File: src/mssrc_pkg.sv
// ----------------------------------------------------------------------------
// Motor soft-start ramp controller package
// Shared types and fixed constants for the ramp controller and its step logic.
// ----------------------------------------------------------------------------
package mssrc_pkg;

  localparam int RPM_W     = 16;
  localparam int SCALE_W   = 16;
  localparam int PROD_W    = RPM_W + SCALE_W;
  localparam int FRAC_BITS = 8;
  localparam int CONV_W    = PROD_W + 1 - FRAC_BITS;
  localparam int CFG_IDX_W = 3;

  localparam int MIN_RPM_RST    = 100;
  localparam int MAX_RPM_RST    = 20000;
  localparam int MIN_FREQ_RST   = 100;
  localparam int MAX_FREQ_RST   = 20000;
  localparam int START_FREQ_RST = 100;
  localparam int RAMP_STEP_RST  = 50;
  localparam int HZ_PER_RPM_RST = 256;

  typedef enum logic [1:0] {
    OP_TICK  = 2'd0,
    OP_START = 2'd1,
    OP_STOP  = 2'd2,
    OP_SPEED = 2'd3
  } op_t;

  typedef enum logic [1:0] {
    RES_OK        = 2'd0,
    RES_BAD_ARG   = 2'd1,
    RES_BAD_STATE = 2'd2
  } res_t;

  typedef enum logic [2:0] {
    ST_DISABLED = 3'd0,
    ST_STARTING = 3'd1,
    ST_RUNNING  = 3'd2,
    ST_RAMPING  = 3'd3,
    ST_STOPPING = 3'd4,
    ST_FAULT    = 3'd5
  } mode_t;

  typedef enum logic [CFG_IDX_W-1:0] {
    CFG_MIN_RPM    = 3'd0,
    CFG_MAX_RPM    = 3'd1,
    CFG_MIN_FREQ   = 3'd2,
    CFG_MAX_FREQ   = 3'd3,
    CFG_START_FREQ = 3'd4,
    CFG_RAMP_STEP  = 3'd5,
    CFG_HZ_PER_RPM = 3'd6
  } cfg_idx_t;

  typedef struct packed {
    mode_t mode;
    logic  pfm;
    logic  motor;
  } ctl_t;

  typedef struct packed {
    res_t res;
    logic fwrite;
    logic fentered;
  } flags_t;

endpackage

File: src/mssrc_step.sv
// ----------------------------------------------------------------------------
// Ramp controller step logic
// Computes the next motor state and the result flags for one registered item.
// ----------------------------------------------------------------------------
module mssrc_step #(
  parameter int FREQ_BITS = 20
) (
  input  mssrc_pkg::op_t                     op,
  input  logic                               fail,
  input  logic                               rpm_ok,
  input  logic [mssrc_pkg::PROD_W-1:0]       prod,
  input  logic [FREQ_BITS-1:0]               min_freq,
  input  logic [FREQ_BITS-1:0]               max_freq,
  input  logic [FREQ_BITS-1:0]               start_freq,
  input  logic [FREQ_BITS-1:0]               ramp_step,
  input  mssrc_pkg::ctl_t                    ctl_cur,
  input  logic [FREQ_BITS-1:0]               now_cur,
  input  logic [FREQ_BITS-1:0]               goal_cur,
  output mssrc_pkg::ctl_t                    ctl_nxt,
  output logic [FREQ_BITS-1:0]               now_nxt,
  output logic [FREQ_BITS-1:0]               goal_nxt,
  output mssrc_pkg::flags_t                  flags
);

  localparam int CW = (FREQ_BITS > mssrc_pkg::CONV_W) ? FREQ_BITS : mssrc_pkg::CONV_W;
  localparam logic [mssrc_pkg::PROD_W:0] ROUND_HALF =
    (mssrc_pkg::PROD_W + 1)'(1) << (mssrc_pkg::FRAC_BITS - 1);

  logic [mssrc_pkg::PROD_W:0]   sum;
  logic [mssrc_pkg::CONV_W-1:0] conv;
  logic                         freq_ok;
  logic                         up;
  logic [FREQ_BITS-1:0]         diff_hz;
  logic [FREQ_BITS-1:0]         ramp_hz;

  assign sum     = {1'b0, prod} + ROUND_HALF;
  assign conv    = sum[mssrc_pkg::PROD_W:mssrc_pkg::FRAC_BITS];
  assign freq_ok = (CW'(conv) >= CW'(min_freq)) && (CW'(conv) <= CW'(max_freq));

  assign up      = now_cur < goal_cur;
  assign diff_hz = up ? (goal_cur - now_cur) : (now_cur - goal_cur);
  assign ramp_hz = (diff_hz < ramp_step) ? goal_cur :
                   (up ? (now_cur + ramp_step) : (now_cur - ramp_step));

  always_comb begin
    ctl_nxt  = ctl_cur;
    now_nxt  = now_cur;
    goal_nxt = goal_cur;
    flags    = '{res: mssrc_pkg::RES_OK, fwrite: 1'b0, fentered: 1'b0};
    case (op)
      mssrc_pkg::OP_START: begin
        if (ctl_cur.mode == mssrc_pkg::ST_DISABLED) begin
          ctl_nxt.mode = mssrc_pkg::ST_STARTING;
        end else if (ctl_cur.mode == mssrc_pkg::ST_STOPPING ||
                     ctl_cur.mode == mssrc_pkg::ST_FAULT) begin
          flags.res = mssrc_pkg::RES_BAD_STATE;
        end
      end
      mssrc_pkg::OP_STOP: begin
        if (ctl_cur.mode == mssrc_pkg::ST_FAULT) begin
          flags.res = mssrc_pkg::RES_BAD_STATE;
        end else if (ctl_cur.mode == mssrc_pkg::ST_STARTING ||
                     ctl_cur.mode == mssrc_pkg::ST_RUNNING ||
                     ctl_cur.mode == mssrc_pkg::ST_RAMPING) begin
          goal_nxt     = min_freq;
          ctl_nxt.mode = mssrc_pkg::ST_STOPPING;
        end
      end
      mssrc_pkg::OP_SPEED: begin
        if (!rpm_ok) begin
          flags.res = mssrc_pkg::RES_BAD_ARG;
        end else if (ctl_cur.mode == mssrc_pkg::ST_STOPPING) begin
          flags.res = mssrc_pkg::RES_OK;
        end else if (ctl_cur.mode == mssrc_pkg::ST_FAULT) begin
          flags.res = mssrc_pkg::RES_BAD_STATE;
        end else if (!freq_ok) begin
          flags.res = mssrc_pkg::RES_BAD_ARG;
        end else begin
          goal_nxt = FREQ_BITS'(conv);
          if (ctl_cur.mode == mssrc_pkg::ST_RUNNING) begin
            ctl_nxt.mode = mssrc_pkg::ST_RAMPING;
          end
        end
      end
      mssrc_pkg::OP_TICK: begin
        case (ctl_cur.mode)
          mssrc_pkg::ST_STARTING: begin
            if (fail) begin
              ctl_nxt        = '{mode: mssrc_pkg::ST_FAULT, pfm: 1'b0, motor: 1'b0};
              flags.fentered = 1'b1;
            end else begin
              now_nxt      = start_freq;
              ctl_nxt.pfm  = 1'b1;
              ctl_nxt.motor = 1'b1;
              flags.fwrite = 1'b1;
              ctl_nxt.mode = (start_freq != goal_cur) ? mssrc_pkg::ST_RAMPING :
                                                        mssrc_pkg::ST_RUNNING;
            end
          end
          mssrc_pkg::ST_STOPPING: begin
            if (!ctl_cur.motor && !ctl_cur.pfm) begin
              now_nxt      = '0;
              goal_nxt     = min_freq;
              ctl_nxt.mode = mssrc_pkg::ST_DISABLED;
            end else if (fail) begin
              ctl_nxt        = '{mode: mssrc_pkg::ST_FAULT, pfm: 1'b0, motor: 1'b0};
              flags.fentered = 1'b1;
            end else if (now_cur != goal_cur) begin
              now_nxt      = ramp_hz;
              flags.fwrite = 1'b1;
            end else begin
              ctl_nxt  = '{mode: mssrc_pkg::ST_DISABLED, pfm: 1'b0, motor: 1'b0};
              now_nxt  = '0;
              goal_nxt = min_freq;
            end
          end
          mssrc_pkg::ST_RUNNING, mssrc_pkg::ST_RAMPING: begin
            if (now_cur == goal_cur) begin
              ctl_nxt.mode = mssrc_pkg::ST_RUNNING;
            end else if (fail) begin
              ctl_nxt        = '{mode: mssrc_pkg::ST_FAULT, pfm: 1'b0, motor: 1'b0};
              flags.fentered = 1'b1;
            end else begin
              now_nxt      = ramp_hz;
              flags.fwrite = 1'b1;
              ctl_nxt.mode = (ramp_hz == goal_cur) ? mssrc_pkg::ST_RUNNING :
                                                     mssrc_pkg::ST_RAMPING;
            end
          end
          default: begin
            ctl_nxt = ctl_cur;
          end
        endcase
      end
      default: begin
        ctl_nxt = ctl_cur;
      end
    endcase
  end

endmodule

File: src/motor_soft_start_ramp_controller.sv
// ----------------------------------------------------------------------------
// Motor soft-start ramp controller
// Start, stop, speed and ramp-tick handling with a six-state motor status.
//
//   channel  handshake           payload
//   in       in_valid/in_stall   opcode, speed_rpm, driver_fail
//   out      out_valid/out_stall cmd_result, status, frequencies, marks, flags
//   cfg      cfg_we              cfg_index, cfg_wdata
//
// One transfer per cycle in each direction while neither side stalls. A result is
// loaded into the result register when its input stage advances, then transfers from there.
// The rpm scale multiply sits in the input stage, the state update in the second.
// Reset is synchronous and restores the register defaults and the disabled state.
// A stalled result holds; the input stage keeps accepting while it can move on.
// ----------------------------------------------------------------------------
module motor_soft_start_ramp_controller #(
  parameter int FREQ_BITS = 20
) (
  input  logic                                    clk,
  input  logic                                    rst_n,
  input  logic                                    cfg_we,
  input  logic [mssrc_pkg::CFG_IDX_W-1:0]         cfg_index,
  input  logic [((FREQ_BITS > 16) ? FREQ_BITS : 16)-1:0] cfg_wdata,
  input  logic                                    in_valid,
  output logic                                    in_stall,
  input  logic [1:0]                              in_opcode,
  input  logic [15:0]                             in_speed_rpm,
  input  logic                                    in_driver_fail,
  output logic                                    out_valid,
  input  logic                                    out_stall,
  output logic [1:0]                              out_cmd_result,
  output logic [2:0]                              out_status,
  output logic [FREQ_BITS-1:0]                    out_current_hz,
  output logic [FREQ_BITS-1:0]                    out_target_hz,
  output logic                                    out_pfm_on,
  output logic                                    out_motor_on,
  output logic                                    out_freq_write,
  output logic                                    out_fault_entered
);

  logic [mssrc_pkg::RPM_W-1:0]   min_rpm_r;
  logic [mssrc_pkg::RPM_W-1:0]   max_rpm_r;
  logic [FREQ_BITS-1:0]          min_freq_r;
  logic [FREQ_BITS-1:0]          max_freq_r;
  logic [FREQ_BITS-1:0]          start_freq_r;
  logic [FREQ_BITS-1:0]          ramp_step_r;
  logic [mssrc_pkg::SCALE_W-1:0] hz_per_rpm_r;

  logic                          s1_valid_r;
  mssrc_pkg::op_t                s1_op_r;
  logic                          s1_fail_r;
  logic                          s1_rpm_ok_r;
  logic [mssrc_pkg::PROD_W-1:0]  s1_prod_r;

  mssrc_pkg::ctl_t               ctl_r;
  logic [FREQ_BITS-1:0]          now_r;
  logic [FREQ_BITS-1:0]          goal_r;
  logic                          out_valid_r;
  mssrc_pkg::res_t               out_res_r;
  logic                          out_fwrite_r;
  logic                          out_fentered_r;

  mssrc_pkg::ctl_t               ctl_nxt;
  logic [FREQ_BITS-1:0]          now_nxt;
  logic [FREQ_BITS-1:0]          goal_nxt;
  mssrc_pkg::flags_t             flags_nxt;

  logic                          in_acc;
  logic                          out_acc;
  logic                          adv;
  logic                          rpm_ok;
  logic [mssrc_pkg::PROD_W-1:0]  prod;

  assign adv      = s1_valid_r && (!out_valid_r || !out_stall);
  assign in_stall = s1_valid_r && !adv;
  assign in_acc   = in_valid && !in_stall;
  assign out_acc  = out_valid_r && !out_stall;

  assign rpm_ok = (in_speed_rpm >= min_rpm_r) && (in_speed_rpm <= max_rpm_r);
  assign prod   = mssrc_pkg::PROD_W'(in_speed_rpm) * mssrc_pkg::PROD_W'(hz_per_rpm_r);

  mssrc_step #(
    .FREQ_BITS(FREQ_BITS)
  ) u_step (
    .op        (s1_op_r),
    .fail      (s1_fail_r),
    .rpm_ok    (s1_rpm_ok_r),
    .prod      (s1_prod_r),
    .min_freq  (min_freq_r),
    .max_freq  (max_freq_r),
    .start_freq(start_freq_r),
    .ramp_step (ramp_step_r),
    .ctl_cur   (ctl_r),
    .now_cur   (now_r),
    .goal_cur  (goal_r),
    .ctl_nxt   (ctl_nxt),
    .now_nxt   (now_nxt),
    .goal_nxt  (goal_nxt),
    .flags     (flags_nxt)
  );

  always_ff @(posedge clk) begin
    if (!rst_n) begin
      min_rpm_r    <= mssrc_pkg::RPM_W'(mssrc_pkg::MIN_RPM_RST);
      max_rpm_r    <= mssrc_pkg::RPM_W'(mssrc_pkg::MAX_RPM_RST);
      min_freq_r   <= FREQ_BITS'(mssrc_pkg::MIN_FREQ_RST);
      max_freq_r   <= FREQ_BITS'(mssrc_pkg::MAX_FREQ_RST);
      start_freq_r <= FREQ_BITS'(mssrc_pkg::START_FREQ_RST);
      ramp_step_r  <= FREQ_BITS'(mssrc_pkg::RAMP_STEP_RST);
      hz_per_rpm_r <= mssrc_pkg::SCALE_W'(mssrc_pkg::HZ_PER_RPM_RST);
      s1_valid_r   <= 1'b0;
      out_valid_r  <= 1'b0;
      ctl_r        <= '{mode: mssrc_pkg::ST_DISABLED, pfm: 1'b0, motor: 1'b0};
      now_r        <= '0;
      goal_r       <= FREQ_BITS'(mssrc_pkg::MIN_FREQ_RST);
    end else begin
      if (cfg_we) begin
        case (cfg_index)
          mssrc_pkg::CFG_MIN_RPM:    min_rpm_r    <= cfg_wdata[mssrc_pkg::RPM_W-1:0];
          mssrc_pkg::CFG_MAX_RPM:    max_rpm_r    <= cfg_wdata[mssrc_pkg::RPM_W-1:0];
          mssrc_pkg::CFG_MIN_FREQ:   min_freq_r   <= cfg_wdata[FREQ_BITS-1:0];
          mssrc_pkg::CFG_MAX_FREQ:   max_freq_r   <= cfg_wdata[FREQ_BITS-1:0];
          mssrc_pkg::CFG_START_FREQ: start_freq_r <= cfg_wdata[FREQ_BITS-1:0];
          mssrc_pkg::CFG_RAMP_STEP:  ramp_step_r  <= cfg_wdata[FREQ_BITS-1:0];
          mssrc_pkg::CFG_HZ_PER_RPM: hz_per_rpm_r <= cfg_wdata[mssrc_pkg::SCALE_W-1:0];
          default: begin
          end
        endcase
      end
      if (in_acc) begin
        s1_valid_r  <= 1'b1;
        s1_op_r     <= mssrc_pkg::op_t'(in_opcode);
        s1_fail_r   <= in_driver_fail;
        s1_rpm_ok_r <= rpm_ok;
        s1_prod_r   <= prod;
      end else if (adv) begin
        s1_valid_r <= 1'b0;
      end
      if (adv) begin
        ctl_r          <= ctl_nxt;
        now_r          <= now_nxt;
        goal_r         <= goal_nxt;
        out_valid_r    <= 1'b1;
        out_res_r      <= flags_nxt.res;
        out_fwrite_r   <= flags_nxt.fwrite;
        out_fentered_r <= flags_nxt.fentered;
      end else if (out_acc) begin
        out_valid_r <= 1'b0;
      end
    end
  end

  assign out_valid         = out_valid_r;
  assign out_cmd_result    = out_res_r;
  assign out_status        = ctl_r.mode;
  assign out_current_hz    = now_r;
  assign out_target_hz     = goal_r;
  assign out_pfm_on        = ctl_r.pfm;
  assign out_motor_on      = ctl_r.motor;
  assign out_freq_write    = out_fwrite_r;
  assign out_fault_entered = out_fentered_r;

`ifndef ASSERT_OFF
  a_fault_sticky: assert property (@(posedge clk) disable iff (!rst_n)
    ctl_r.mode == mssrc_pkg::ST_FAULT |=> ctl_r.mode == mssrc_pkg::ST_FAULT)
    else $error("fault state was left without reset");

  a_fault_flag: assert property (@(posedge clk) disable iff (!rst_n)
    out_valid_r && out_fentered_r |-> ctl_r.mode == mssrc_pkg::ST_FAULT && !ctl_r.motor)
    else $error("fault entry reported outside the fault state");

  a_disabled_zero: assert property (@(posedge clk) disable iff (!rst_n)
    ctl_r.mode == mssrc_pkg::ST_DISABLED |-> now_r == '0)
    else $error("disabled motor holds a nonzero frequency");

  a_write_enabled: assert property (@(posedge clk) disable iff (!rst_n)
    out_valid_r && out_fwrite_r |-> ctl_r.pfm && ctl_r.motor)
    else $error("frequency written while the motor is not enabled");

  a_result_loaded: assert property (@(posedge clk) disable iff (!rst_n)
    adv |=> out_valid_r)
    else $error("advanced item produced no result");
`endif

endmodule

File: config.mk
export PLATFORM = sky130hd
export DESIGN_NAME = motor_soft_start_ramp_controller
export DESIGN_NICKNAME = d
export VERILOG_FILES = /design/src/mssrc_pkg.sv /design/src/mssrc_step.sv /design/src/motor_soft_start_ramp_controller.sv
export SDC_FILE = /design/constraint.sdc
export NUM_CORES = 1
export LEC_CHECK = 0
export BUFFER_PORTS_ARGS = -buffer_cell sky130_fd_sc_hd__buf_2
export CAP_MARGIN = 20
export CORE_MARGIN = 4
export CORE_UTILIZATION = 35
export DETAILED_ROUTE_END_ITERATION = 8
export SLEW_MARGIN = 25
export SYNTH_ARGS = -nofsm -noshare
export SYNTH_HDL_FRONTEND = slang
export SYNTH_SLANG_ARGS = --single-unit
File: constraint.sdc
create_clock -name clk -period 8.7 [get_ports clk]
set_input_delay 0.435 -clock clk [delete_from_list [all_inputs] [get_ports clk]]
set_output_delay 0.435 -clock clk [all_outputs]
set_load 0.005 [all_outputs]
==> impl_metrics.env <==
export IMPL_status="finished, final reports clean"
export IMPL_crit_path_end_kind="flip-flop"
export IMPL_htree_levels=1
export IMPL_critPathKind="reg -> reg"
export IMPL_rows=93
export IMPL_cts_hold_buf=0
export IMPL_ys_types=82
export IMPL_finalSetupViolCount=0
export IMPL_start_util=0.3541
export IMPL_ys_ff_latch=207
export IMPL_cts_buffer_depth=3
export IMPL_mostFrequentLayoutCells="nand2_1 (510), inv_1 (361), ha_1 (252)"
export IMPL_required_ns=8.97
export IMPL_antenna_found_initial=1
export IMPL_numCtsBuffers=24
export IMPL_ir_worst_vdd_uv=113.7
export IMPL_drive_above_1_share=0.06724
export IMPL_synthTopCellsByArea="fa_1 (17%), dfxtp_1 (15%), ha_1 (14%), nand2_1 (8.4%), inv_1 (5.9%)"
export IMPL_firstDrtPassIters=5
export IMPL_fmax_mhz=147.6
export IMPL_die_w_um=263.4
export IMPL_synth_nets=3248
export IMPL_syn2layout_area_growth_pct=8.840
export IMPL_grt_max_degree=108
export IMPL_track_usage=0.1890
export IMPL_p_per_area_nw_per_um2=117.3
export IMPL_synthFlopType="dfxtp_1"
export IMPL_layout_commonest_cell="nand2_1"
export IMPL_tightest_slew_ns=1.052
export IMPL_crit_slowest_cell="dfxtp_1"
export IMPL_rsz0062_at_grt="no"
export IMPL_cts_root_buf="clkbuf_16"
export IMPL_synthMuxAreaShare=0.01633
export IMPL_crit_chain="nand2_1 > fa_1 > inv_1 > fa_1 > inv_1 > fa_1 > inv_1 > fa_1 > inv_1 > fa_1 > inv_1 > fa_1 > ha_1 > o211ai_1 > o31ai_1 > o21bai_1 > o21a_1 > a21oi_1 > and4_1 > nor3_1"
export IMPL_reg2reg_to="s1_prod_r[31]$_DFFE_PP_"
export IMPL_cp_top_family="adder cells"
export IMPL_overflow=0
export IMPL_power_leakage_nw=11.46
export IMPL_cts_sinks=207
export IMPL_synth_edf_count=33
export IMPL_cts_tree="built"
export IMPL_yosysWarnings=0
export IMPL_syn_area_um2=22830
export IMPL_clkTransAtPathRegs_ns=0.06
export IMPL_hold_start="in_driver_fail"
export IMPL_fin_skew_ns=0.01529
export IMPL_async_flop_share=0
export IMPL_wl_um=66060
export IMPL_synth_top_family_by_area="adder cells"
export IMPL_netlist_area_leader_share=0.1719
export IMPL_nets=3258
export IMPL_seq_area_um2=4474
export IMPL_rrSetupSlack_ns=1.93
export IMPL_synthAdderAreaFrac=0.3100
export IMPL_synth_xor_area_frac=0.05524
export IMPL_max_stage_delay_ns=0.90
export IMPL_drtIter0Drc=1239
export IMPL_diodes=0
export IMPL_critPathMostFrequentCell="fa_1"
export IMPL_synth_area_leader_cell="fa_1"
export IMPL_rr_worst_depth=20
export IMPL_hold_viol=0
export IMPL_cts_repair_resized=0
export IMPL_fin_tns_setup_ns=0
export IMPL_synthSimpleGateAreaFrac=0.1822
export IMPL_synth_compound_area_share=0.1576
export IMPL_die_y_um=263.4
export IMPL_maxSlewHeadroom=0.2976
export IMPL_grt_pass1_wl_um=106400
export IMPL_whs_endpoint="s1_fail_r$_DFFE_PP_"
export IMPL_wl_per_cell_um=18.17
export IMPL_final_area_um2=24850
export IMPL_drv_cap=0
export IMPL_cp_num_buf_inv=5
export IMPL_num_fill_cells=6633
export IMPL_io_buffers=97
export IMPL_antenna_left=0
export IMPL_viasPerCell=5.124
export IMPL_setup_worst_path_start_class="flip-flop"
export IMPL_min_path_type="in -> reg"
export IMPL_period_share=0.7786
export IMPL_multi_input_area_um2=16500
export IMPL_ioPinCount=98
export IMPL_hpwl_um=51090
export IMPL_r2r_start="hz_per_rpm_r[9]$_SDFFE_PN0P_"
export IMPL_avgSynthCellArea_um2=8.293
export IMPL_clk_latency_ns=0.54
export IMPL_cp_arrival_ns=7.04
export IMPL_first_global_vias=18880
export IMPL_synth_cells=2753
export IMPL_placed_cell_area_um2=24010
export IMPL_cp_max_fo=17
export IMPL_post_cts_buffers=0
export IMPL_fin_crit_ns=6.774
export IMPL_hold_depth=1
export IMPL_num_vias=18630
export IMPL_fp_dieArea_um2=69380
export IMPL_route_detailed_drc=0
export IMPL_slew_viol_final=0
export IMPL_gp_congestion=0.8669
export IMPL_core_area_um2=64460
export IMPL_synth_seq_area_share=0.1960
[synth_stat cells, types with 16 or more instances]
master,instances
nor2_1,64
nor4_1,16
nand2b_1,17
ha_1,252
a21boi_0,96
inv_1,361
fa_1,196
clkbuf_1,112
nor3_1,18
dfxtp_1,174
a21oi_1,127
xnor2_1,80
o21ai_0,73
nor2b_1,22
a31oi_1,37
nand4_1,23
nand2_1,511
a211oi_1,17
and2_1,97
edfxtp_1,33
xor2_1,46
o211ai_1,48
a21o_1,40
nand3_1,79
mux2i_1,29
[per-layer routing]
metal,routed length [um],track usage,vias up
met5,13,0,-
met1,29650,0.2473,8935
met3,2641,0.01757,101
met4,2234,0.06100,2
met2,31520,0.3298,420
li1,-,-,9173
[stage by stage]
step,cells,util,hold slack [ns],power (mW),setup WS [ns]
after global placement,3590,0.3725,0.4435,1.885,1.882
final,3636,0.3854,0.07194,2.914,1.926
after floorplan,2753,-,0.4363,1.656,2.385
after CTS,3634,0.3849,0.04833,2.945,1.900
after detailed placement,3590,0.3725,0.4477,1.891,1.836
after global routing,3636,0.3854,0.05621,3.093,1.440
[where the power goes]
group	internal, mW	switching (mW)
registers	1.01	0.0387
logic	0.313	0.509
clock network	0.610	0.431
total	1.93	0.979
[sequential cells by signal, summed over array words and instances (netlist names), 2 cells and up]
| signal | cells |
|---|---|
| out_target_hz | 20 |
| max_rpm_r | 16 |
| s1_op_r | 2 |
| out_cmd_result | 2 |
| max_freq_r | 20 |
| s1_prod_r | 25 |
| out_status | 3 |
| min_rpm_r | 16 |
| out_current_hz | 20 |
| start_freq_r | 20 |
| ramp_step_r | 20 |
| min_freq_r | 20 |
| hz_per_rpm_r | 16 |
[layout make-up]
type | count | area share
Clock inverter | 13 | 0.006445
Inverter | 361 | 0.05453
Clock buffer | 31 | 0.02563
Timing Repair Buffer | 116 | 0.02603
Sequential cell | 207 | 0.1801
Tap cell | 855 | 0.04305
Multi-Input combinational cell | 2053 | 0.6642
[kinds of logic (layout without fill, tap and decap cells)]
kind of cell | count (synthesis) | count (layout)
and+or+nand+nor | 903 | 903
DFF | 207 | 207
buffers and inverters | 493 | 521
xor gates and xnor gates | 133 | 133
AOI/OAI and AO/OA | 533 | 533
adders and majority gates | 448 | 448
muxes | 36 | 36
[worst max-delay path by stage]
stage / from / to / slack, ns / depth (start not counted)
final: hz_per_rpm_r[9]$_SDFFE_PN0P_ / s1_prod_r[31]$_DFFE_PP_ / 1.93 / 20
after floorplan: hz_per_rpm_r[6]$_SDFFE_PN0P_ / s1_prod_r[18]$_DFFE_PP_ / 2.39 / 24
after global routing: hz_per_rpm_r[6]$_SDFFE_PN0P_ / s1_prod_r[31]$_DFFE_PP_ / 1.44 / 21
after CTS: hz_per_rpm_r[9]$_SDFFE_PN0P_ / s1_prod_r[31]$_DFFE_PP_ / 1.90 / 20
after global placement: in_speed_rpm[7] / s1_prod_r[31]$_DFFE_PP_ / 1.88 / 22
after detailed placement: in_speed_rpm[7] / s1_prod_r[31]$_DFFE_PP_ / 1.84 / 22
(Power assumes the default switching activity.)
